## config.mk

```make
export PLATFORM = sky130hd
export DESIGN_NAME = keypad_code_lock_fsm
export DESIGN_NICKNAME = d
export VERILOG_FILES = /design/src/design/klk_pkg.sv /design/src/design/klk_cfg_regs.sv /design/src/design/klk_in_reg.sv /design/src/design/klk_core.sv /design/src/design/keypad_code_lock_fsm.sv
export SDC_FILE = /design/constraint.sdc
export NUM_CORES = 1
export LEC_CHECK = 0
export ABC_CLOCK_PERIOD_IN_PS = 4750
export BUFFER_PORTS_ARGS = -buffer_cell sky130_fd_sc_hd__buf_2
export CORE_ASPECT_RATIO = 0.75
export CORE_MARGIN = 4
export CORE_UTILIZATION = 30
export CTS_CLUSTER_DIAMETER = 200
export DETAILED_ROUTE_END_ITERATION = 16
export GPL_ROUTABILITY_DRIVEN = 0
export PLACE_DENSITY_LB_ADDON = 0.25
export SLEW_MARGIN = 10
export SYNTH_ARGS = -nofsm -noshare
export SYNTH_HDL_FRONTEND = slang
export SYNTH_SLANG_ARGS = --single-unit
export TNS_END_PERCENT = 10
```

## constraint.sdc

```tcl
create_clock -name aclk -period 4.75 [get_ports aclk]
set_clock_uncertainty 0.1 [all_clocks]
set_input_delay 0.475 -clock aclk [delete_from_list [all_inputs] [get_ports aclk]]
set_output_delay 0.475 -clock aclk [all_outputs]
set_load 0.005 [all_outputs]
```

## src/design/klk_pkg.sv

```systemverilog
`default_nettype none

package klk_pkg;

    // Number of code digits held and compared
    localparam int unsigned CODE_DIGITS_DEF = 4;

    localparam int unsigned CFG_INDEX_W = 2;

    // Register indexes of the configuration port
    localparam logic [CFG_INDEX_W-1:0] CFG_CODE_WORD     = 2'd0;
    localparam logic [CFG_INDEX_W-1:0] CFG_BLINK_TICKS   = 2'd1;
    localparam logic [CFG_INDEX_W-1:0] CFG_TIMEOUT_TICKS = 2'd2;
    localparam logic [CFG_INDEX_W-1:0] CFG_GRANT_TICKS   = 2'd3;

    // Register values after reset; the code word reads "1772" in ASCII
    localparam logic [31:0] CODE_WORD_RST     = 32'd825702194;
    localparam logic [15:0] BLINK_TICKS_RST   = 16'd200;
    localparam logic [15:0] TIMEOUT_TICKS_RST = 16'd5000;
    localparam logic [15:0] GRANT_TICKS_RST   = 16'd3000;

    typedef enum logic [1:0] {
        MODE_IDLE    = 2'd0,
        MODE_ENTRY   = 2'd1,
        MODE_GRANTED = 2'd2
    } klk_mode_t;

    typedef struct packed {
        logic        start_pressed;
        logic        key_valid;
        logic [7:0]  key_char;
    } klk_item_t;

    typedef struct packed {
        logic [31:0] code_word;
        logic [15:0] blink_ticks;
        logic [15:0] timeout_ticks;
        logic [15:0] grant_ticks;
    } klk_cfg_t;

endpackage

`default_nettype wire

```

## src/design/klk_cfg_regs.sv

```systemverilog
`default_nettype none

module klk_cfg_regs
    import klk_pkg::*;
(
    input  wire logic                   aclk,
    input  wire logic                   aresetn,
    input  wire logic                   cfg_valid,
    output logic                        cfg_ready,
    input  wire logic [CFG_INDEX_W-1:0] cfg_index,
    input  wire logic [31:0]            cfg_data,
    output klk_cfg_t                    cfg
);

    klk_cfg_t cfg_reg;

    assign cfg_ready = 1'b1;
    assign cfg       = cfg_reg;

    always_ff @(posedge aclk) begin
        if (!aresetn) begin
            cfg_reg.code_word     <= CODE_WORD_RST;
            cfg_reg.blink_ticks   <= BLINK_TICKS_RST;
            cfg_reg.timeout_ticks <= TIMEOUT_TICKS_RST;
            cfg_reg.grant_ticks   <= GRANT_TICKS_RST;
        end else if (cfg_valid) begin
            case (cfg_index)
                CFG_CODE_WORD:     cfg_reg.code_word     <= cfg_data;
                CFG_BLINK_TICKS:   cfg_reg.blink_ticks   <= cfg_data[15:0];
                CFG_TIMEOUT_TICKS: cfg_reg.timeout_ticks <= cfg_data[15:0];
                CFG_GRANT_TICKS:   cfg_reg.grant_ticks   <= cfg_data[15:0];
                default: ;
            endcase
        end
    end

endmodule

`default_nettype wire

```

## src/design/klk_in_reg.sv

```systemverilog
`default_nettype none

module klk_in_reg
    import klk_pkg::*;
(
    input  wire logic      aclk,
    input  wire logic      aresetn,
    input  wire logic      s_valid,
    output logic           s_ready,
    input  wire klk_item_t s_item,
    output logic           item_valid,
    input  wire logic      item_ready,
    output klk_item_t      item
);

    logic      valid_reg;
    logic      valid_next;
    klk_item_t item_reg;

    // The register frees up in the same cycle that the core takes its item.
    assign s_ready    = !valid_reg || item_ready;
    assign item_valid = valid_reg;
    assign item       = item_reg;

    always_comb begin
        valid_next = valid_reg;
        if (s_valid && s_ready) begin
            valid_next = 1'b1;
        end else if (item_ready) begin
            valid_next = 1'b0;
        end
    end

    always_ff @(posedge aclk) begin
        if (!aresetn) begin
            valid_reg <= 1'b0;
        end else begin
            valid_reg <= valid_next;
        end
    end

    always_ff @(posedge aclk) begin
        if (s_valid && s_ready) begin
            item_reg <= s_item;
        end
    end

endmodule

`default_nettype wire

```

## src/design/klk_core.sv

```systemverilog
`default_nettype none

module klk_core
    import klk_pkg::*;
#(
    parameter int unsigned CODE_DIGITS = CODE_DIGITS_DEF
) (
    input  wire logic      aclk,
    input  wire logic      aresetn,
    input  wire klk_cfg_t  cfg,
    input  wire logic      item_valid,
    output logic           item_ready,
    input  wire klk_item_t item,
    output logic           m_valid,
    input  wire logic      m_ready,
    output logic           m_red_led,
    output logic           m_green_led,
    output logic [1:0]     m_lock_mode
);

    localparam int unsigned CNT_W = $clog2(CODE_DIGITS + 1);

    klk_mode_t         mode_reg, mode_next;
    logic [7:0]        store_reg  [CODE_DIGITS];
    logic [7:0]        store_next [CODE_DIGITS];
    logic [CNT_W-1:0]  count_reg, count_next;
    logic [15:0]       blink_reg, blink_next, blink_base;
    logic [15:0]       elapsed_reg, elapsed_next;
    logic [15:0]       hold_reg, hold_next;
    logic              red_reg, red_next;
    logic              green;
    logic              match;
    logic              advance;

    logic              out_valid_reg;
    logic              out_red_reg;
    logic              out_green_reg;
    klk_mode_t         out_mode_reg;

    // Expected character for a slot, counted in bytes down from the first digit.
    function automatic logic [7:0] exp_byte(input logic [31:0] code, input int unsigned b);
        if (b > 3) begin
            return 8'd0;
        end
        return code[8*b +: 8];
    endfunction

    function automatic logic [15:0] bump16(input logic [15:0] v);
        return (v == 16'hFFFF) ? v : v + 16'd1;
    endfunction

    assign item_ready  = !out_valid_reg || m_ready;
    assign advance     = item_valid && item_ready;
    assign m_valid     = out_valid_reg;
    assign m_red_led   = out_red_reg;
    assign m_green_led = out_green_reg;
    assign m_lock_mode = out_mode_reg;

    always_comb begin
        mode_next    = mode_reg;
        store_next   = store_reg;
        count_next   = count_reg;
        blink_next   = blink_reg;
        blink_base   = blink_reg;
        elapsed_next = elapsed_reg;
        hold_next    = hold_reg;
        red_next     = red_reg;
        green        = 1'b0;
        match        = 1'b1;
        case (mode_reg)
            MODE_ENTRY: begin
                if (blink_reg >= cfg.blink_ticks) begin
                    red_next   = !red_reg;
                    blink_base = 16'd0;
                end
                blink_next   = bump16(blink_base);
                elapsed_next = bump16(elapsed_reg);
                if (elapsed_next >= cfg.timeout_ticks) begin
                    // A timeout drops any key arriving in the same tick.
                    mode_next = MODE_IDLE;
                end else begin
                    if (item.key_valid) begin
                        green = 1'b1;
                        if (count_reg < CNT_W'(CODE_DIGITS)) begin
                            for (int i = 0; i < CODE_DIGITS; i++) begin
                                if (count_reg == CNT_W'(i)) begin
                                    store_next[i] = item.key_char;
                                end
                            end
                            count_next = count_reg + CNT_W'(1);
                        end
                    end
                    if (count_next >= CNT_W'(CODE_DIGITS)) begin
                        for (int i = 0; i < CODE_DIGITS; i++) begin
                            if (store_next[i] !=
                                exp_byte(cfg.code_word, CODE_DIGITS - 1 - i)) begin
                                match = 1'b0;
                            end
                        end
                        if (match) begin
                            mode_next = MODE_GRANTED;
                            hold_next = 16'd0;
                        end else begin
                            mode_next = MODE_IDLE;
                        end
                    end
                end
            end
            MODE_GRANTED: begin
                red_next  = 1'b0;
                green     = 1'b1;
                hold_next = bump16(hold_reg);
                if (hold_next >= cfg.grant_ticks) begin
                    mode_next = MODE_IDLE;
                    hold_next = 16'd0;
                end
            end
            default: begin
                // The unused mode code behaves as idle.
                mode_next  = MODE_IDLE;
                red_next   = 1'b1;
                count_next = '0;
                for (int i = 0; i < CODE_DIGITS; i++) begin
                    store_next[i] = 8'd0;
                end
                if (item.start_pressed) begin
                    mode_next    = MODE_ENTRY;
                    blink_next   = 16'd0;
                    elapsed_next = 16'd0;
                end
            end
        endcase
    end

    always_ff @(posedge aclk) begin
        if (!aresetn) begin
            mode_reg    <= MODE_IDLE;
            count_reg   <= '0;
            blink_reg   <= 16'd0;
            elapsed_reg <= 16'd0;
            hold_reg    <= 16'd0;
            red_reg     <= 1'b1;
            for (int i = 0; i < CODE_DIGITS; i++) begin
                store_reg[i] <= 8'd0;
            end
        end else if (advance) begin
            mode_reg    <= mode_next;
            count_reg   <= count_next;
            blink_reg   <= blink_next;
            elapsed_reg <= elapsed_next;
            hold_reg    <= hold_next;
            red_reg     <= red_next;
            store_reg   <= store_next;
        end
    end

    always_ff @(posedge aclk) begin
        if (!aresetn) begin
            out_valid_reg <= 1'b0;
        end else if (advance) begin
            out_valid_reg <= 1'b1;
        end else if (m_ready) begin
            out_valid_reg <= 1'b0;
        end
    end

    always_ff @(posedge aclk) begin
        if (advance) begin
            out_red_reg   <= red_next;
            out_green_reg <= green;
            out_mode_reg  <= mode_next;
        end
    end

    // Entry is left as soon as the last digit is in, so it never holds a full buffer.
    assert property (@(posedge aclk) disable iff (!aresetn)
        (mode_reg == MODE_ENTRY) |-> (count_reg < CNT_W'(CODE_DIGITS)))
        else $error("digit count full while still in entry");

    assert property (@(posedge aclk) disable iff (!aresetn)
        (advance && mode_reg == MODE_GRANTED)
        |=> (out_valid_reg && out_green_reg && !out_red_reg))
        else $error("granted tick did not show green on and red off");

    assert property (@(posedge aclk) disable iff (!aresetn)
        (advance && mode_reg != MODE_ENTRY && mode_reg != MODE_GRANTED)
        |=> (count_reg == '0 && red_reg))
        else $error("idle tick did not clear the digit count and set red");

    assert property (@(posedge aclk) disable iff (!aresetn)
        (advance && mode_reg != MODE_ENTRY && mode_reg != MODE_GRANTED
         && !item.start_pressed) |=> (mode_reg == MODE_IDLE && !out_green_reg))
        else $error("left idle without a start press");

endmodule

`default_nettype wire

```

## src/design/keypad_code_lock_fsm.sv

```systemverilog
// Keypad code lock controller.
// Each transaction on the s_ channel is one millisecond tick carrying the start
// button level and an optional debounced key. Every tick yields exactly one
// transaction on the m_ channel with the red and green LED levels and the lock
// mode after that tick (0 idle, 1 entering, 2 granted).
// An input transaction is taken into an input register, worked on by the core
// cycle and written to an output register. One tick is accepted every cycle while
// the m_ side takes results; the rate is set by the single pass from input
// register to output register.
// When the m_ side stalls, the output register holds its result and the input
// register takes one further tick, after which s_ready stays low until the
// result is taken.
// The cfg_ channel writes the code word (index 0), blink, timeout and grant
// tick counts (indexes 1 to 3); cfg_ready is always high. The user must make
// writes while no tick is in flight; the block itself does not enforce this.
// After reset the lock is idle with red on, the counters at zero, an empty
// digit buffer and the configuration at its default values.
`default_nettype none

module keypad_code_lock_fsm
    import klk_pkg::*;
#(
    parameter int unsigned CODE_DIGITS = CODE_DIGITS_DEF
) (
    input  wire logic                   aclk,
    input  wire logic                   aresetn,
    input  wire logic                   s_valid,
    output logic                        s_ready,
    input  wire logic                   s_start_pressed,
    input  wire logic                   s_key_valid,
    input  wire logic [7:0]             s_key_char,
    output logic                        m_valid,
    input  wire logic                   m_ready,
    output logic                        m_red_led,
    output logic                        m_green_led,
    output logic [1:0]                  m_lock_mode,
    input  wire logic                   cfg_valid,
    output logic                        cfg_ready,
    input  wire logic [CFG_INDEX_W-1:0] cfg_index,
    input  wire logic [31:0]            cfg_data
);

    klk_cfg_t  cfg;
    klk_item_t s_item;
    klk_item_t item;
    logic      item_valid;
    logic      item_ready;

    always_comb begin
        s_item.start_pressed = s_start_pressed;
        s_item.key_valid     = s_key_valid;
        s_item.key_char      = s_key_char;
    end

    klk_cfg_regs u_cfg_regs (
        .aclk      (aclk),
        .aresetn   (aresetn),
        .cfg_valid (cfg_valid),
        .cfg_ready (cfg_ready),
        .cfg_index (cfg_index),
        .cfg_data  (cfg_data),
        .cfg       (cfg)
    );

    klk_in_reg u_in_reg (
        .aclk       (aclk),
        .aresetn    (aresetn),
        .s_valid    (s_valid),
        .s_ready    (s_ready),
        .s_item     (s_item),
        .item_valid (item_valid),
        .item_ready (item_ready),
        .item       (item)
    );

    klk_core #(
        .CODE_DIGITS (CODE_DIGITS)
    ) u_core (
        .aclk        (aclk),
        .aresetn     (aresetn),
        .cfg         (cfg),
        .item_valid  (item_valid),
        .item_ready  (item_ready),
        .item        (item),
        .m_valid     (m_valid),
        .m_ready     (m_ready),
        .m_red_led   (m_red_led),
        .m_green_led (m_green_led),
        .m_lock_mode (m_lock_mode)
    );

endmodule

`default_nettype wire

```

==> results.txt <==
----------------------------------------------------
[Clock network]
  Longest Clk Path Bufs ... 2
  CTS tree ... yes
  Setup Buffers After CTS ... 0
  Maximum level of the CTS H-tree ... 4
  Inserted Clock Buffers ... 17
  Clock root buffer ... clkbuf_16
  Post-CTS clock slew at the launch and capture registers of the worst setup and hold paths ... 80 ps
  Clk sinks ... approximately 180
  Source-to-sink clock delay at the later pin of the worst-skew pair ... 460 ps

[Timing]
  Least-Margin Pin Slew ... 877.9 ps
  Worst rel slew slack ... roughly two fifths
  Fin Hold WS ... 97.68 ps
  Final-report max-slew violation count ... 0
  Post-route fraction of the period consumed by the critical path ... 91.13%
  Final setup violation count ... 0
  Min Tclk post-route ... ~4300 ps
  Setup total negative slack ... 0 ps
  Unrepaired setup endpoints after global routing ... no
  Setup WS post-layout ... 421.2 ps
  Maximum clock rate ... 0.2310 GHz
  Number of hold violations in the final report ... 0

[Flow run]
  Count of max-cap constraint violations ... 0

[Routing]
  Average routed wire per standard cell ... 17.35 um
  Via density per instance ... 5.115
  First DRT Iteration DRCs ... 510
  Wire length after detailed routing ... 29660 um
  DRC ... 0
  TritonRoute pass-1 iters ... 5
  Via count ... 8741
  Number of nets still failing antenna checks after routing ... 0

[Global route]
  Number of antenna violations at the first check in global routing ... 0
  Number of global-route vias before repair ... 8131
  Total gr overflow ... 0
  First-pass GRT wire length ... 46700 um
  Total GRT Usage ... 16.31%
  Maximum number of pins on one net before global-route repair ... 76

[Die]
  Starting Density ... 30.56%
  Top-Level Pins ... 56
  Die Y ... about 170 um
  Width of the chip ... 218.4 um
  Site row count ... 57
  Total Die Area ... 36210 sq um
  Standard cell core area ... 32590 sq um

[Finish]
  Count of nets after finishing ... 1360
  Synth-to-layout area growth ... 13.01%
  Final antenna diode count ... 0
  Post-route non-filler standard cell count ... 1709
  Flip-flop count of the largest register, all copies and words added ... 80
  Post-layout utilization of the core ... approximately 35%
  Fill cell count ... between 3000 and 4000
  Fraction of final layout cells with drive strength greater than 1 ... 10.26%

[Synthesis]
  Fraction of synthesized area in multiplexers ... 1.646%
  Register bit count reported by yosys ... 182
  Cell Area, Synth ... 9961 sq um
  Mapped Cells ... 1229
  Post-synthesis adder-cell area fraction ... 7.160%
  Most area-hungry cell type in the Yosys netlist ... dfxtp_1
  Cells taking the most area after synthesis ... dfxtp_1 34%, nand2_1 7.8%, ha_1 7.2%, a21oi_1 5.0%, edfxtp_1 4.2%
  Post-synth ARST share ... 0%
  Synth cell types ... 71
  Leading cell type by number of instances after synthesis ... nand2_1
  Main combinational cell family by area after synthesis ... simple AND/OR/NAND/NOR gates
  Count of flip-flops with a built-in enable after synthesis ... 14
  Number of warning messages in the yosys log ... 0
  Fraction of the mapped netlist area in compound gates ... between 20% and 30%
  Xor/xnor share of the synthesized area ... 4.221%
  Top cell type's share of synthesized area ... 33.76%
  Proportion of synthesized chip area in sequential cells ... 37.99%
  Syn_area_per_cell ... 8.105 sq um
  Net count after synthesis ... 1335
  Most used DFF post-synth ... dfxtp_1
  Top cell types by occurrence after synthesis ... 206 x nand2_1, 168 x dfxtp_1, 99 x a21oi_1
  Synth Area in Simple Gates ... between 20% and 30%

[Place]
  Worst slack after detailed placement ... 246.7 ps
  IO buf count ... 54
  HPWL after DPL ... approximately 21000 um
  Placed cell count ... 1677

[Power]
  Maximum resistive drop on vdd ... 0.0001506 V
  Switching pwr ... 874.7 uW
  Clock share of power ... 44.4%
  Cell Int Power ... 2478 uW
  Leak pwr ... 0.004343 uW
  Sequential group share of total power ... 48.2%
  Switching power as a share of total power ... about a quarter
  Portion of total power attributed to combinational logic ... 7.3%
  Power per cell area ... a little under 300 nW/um^2

[Critical path]
  Crit path DAT ... about 4600 ps
  Critical Path Start Type ... register
  Kind of capture point of the worst setup path ... register
  Launch point of the worst reg-to-reg path ... u_core.elapsed_reg[6]
  Required time of the critical path ... 5000 ps
  Highest fanout seen on the critical path ... 17
  Worst Setup SP ... u_core.elapsed_reg[6]
  Worst Setup Path Type ... register to register

[Status]
  Outcome ... complete, no violations

[Min path]
  Worst hold path type ... primary input to register
  Worst Min Path Start ... s_key_char[2]

----------------------------------------------------
==> worst max-delay path: stages, from the launching register on <==
cell,delay (ps)
dfxtp_1,440
nand4_1,230
nor4_2,380
and2_1,230
nand2_1,90
and2_1,200
xor2_1,150
ha_1,290
a21o_1,150
a31oi_1,170
o211ai_1,190
a21oi_2,400
a41oi_4,390
or3_4,540
o41ai_1,270
==> layout make-up <==
type                    instances  area, sq um  share of cell area (%)
multi-input cells             908         5655                   50.24
repair buffers                 69        382.9                   3.401
clock buffers                  21        460.4                   4.090
well taps                     442        553.0                   4.913
clock inverters                11        135.1                   1.200
flip-flops and latches        182         3784                   33.61
inverters                      76        286.5                   2.545
==> worst paths after layout <==
check	end	slack, ps	cells after the start
worst max register to register	u_core.hold_reg[2]	420	14
worst max-delay path	u_core.hold_reg[2]	420	14
worst min-delay path	u_in_reg.item[2]	100	1
worst min register to register	u_cfg_regs.cfg[1]	360	2
==> power groups by stage <==
stage / registers, uW / clock network [uW] / logic, uW
after floorplan: 1630 / 0 / 162
after global placement: 1650 / 0 / 242
after detailed placement: 1650 / 0 / 244
after CTS: 1620 / 1530 / 245
after global routing: 1620 / 1600 / 274
final: 1620 / 1490 / 245
==> layout by cell type (no fill, tap or decap), types with 12 or more instances in the layout <==
cell,Yosys,final
nand2_1,206,206
nand3_1,40,40
edfxtp_1,14,14
xor2_1,22,22
a21o_1,14,14
buf_2,3,54
and3_1,12,12
dfxtp_1,168,168
o211ai_1,30,30
mux2i_1,13,13
nand4_1,24,24
xnor2_1,26,26
a22oi_1,39,39
clkbuf_16,0,17
ha_1,57,57
inv_1,76,75
buf_4,3,15
o21ai_0,43,43
a31oi_1,14,14
nor2_1,92,91
a21oi_1,99,99
==> logic make-up after synthesis <==
kind of cell / Yosys count
buf+inv: 139
flops: 182
other cells: 1
mux: 16
compound gates: 311
simple gates: 475
fa+ha+maj: 57
xor+xnor: 48
==> metrics by stage <==
step / area (sq um) / total power, uW
floorplan: 9961 / 1793
global placement: 10630 / 1894
detailed placement: 10630 / 1897
CTS: 11230 / 3393
global route: 11260 / 3497
finish: 11260 / 3353
==> what timing repair did <==
item                                    CTS  global route
hold buffers                              0             0
endpoints found under the hold margin     0             0
gates resized for setup                   0             7
endpoints found under the setup margin    0            40
==> per-layer routing <==
metal  vias up  track usage (%)  routed length [um]
met2       186            21.81               11830
li1       4399                -                   -
met4         0            3.680                 274
met1      4136            25.70               15830
met3        20            4.353                1723
met5         -                0                   0
Power figures use the tool's default switching activity.
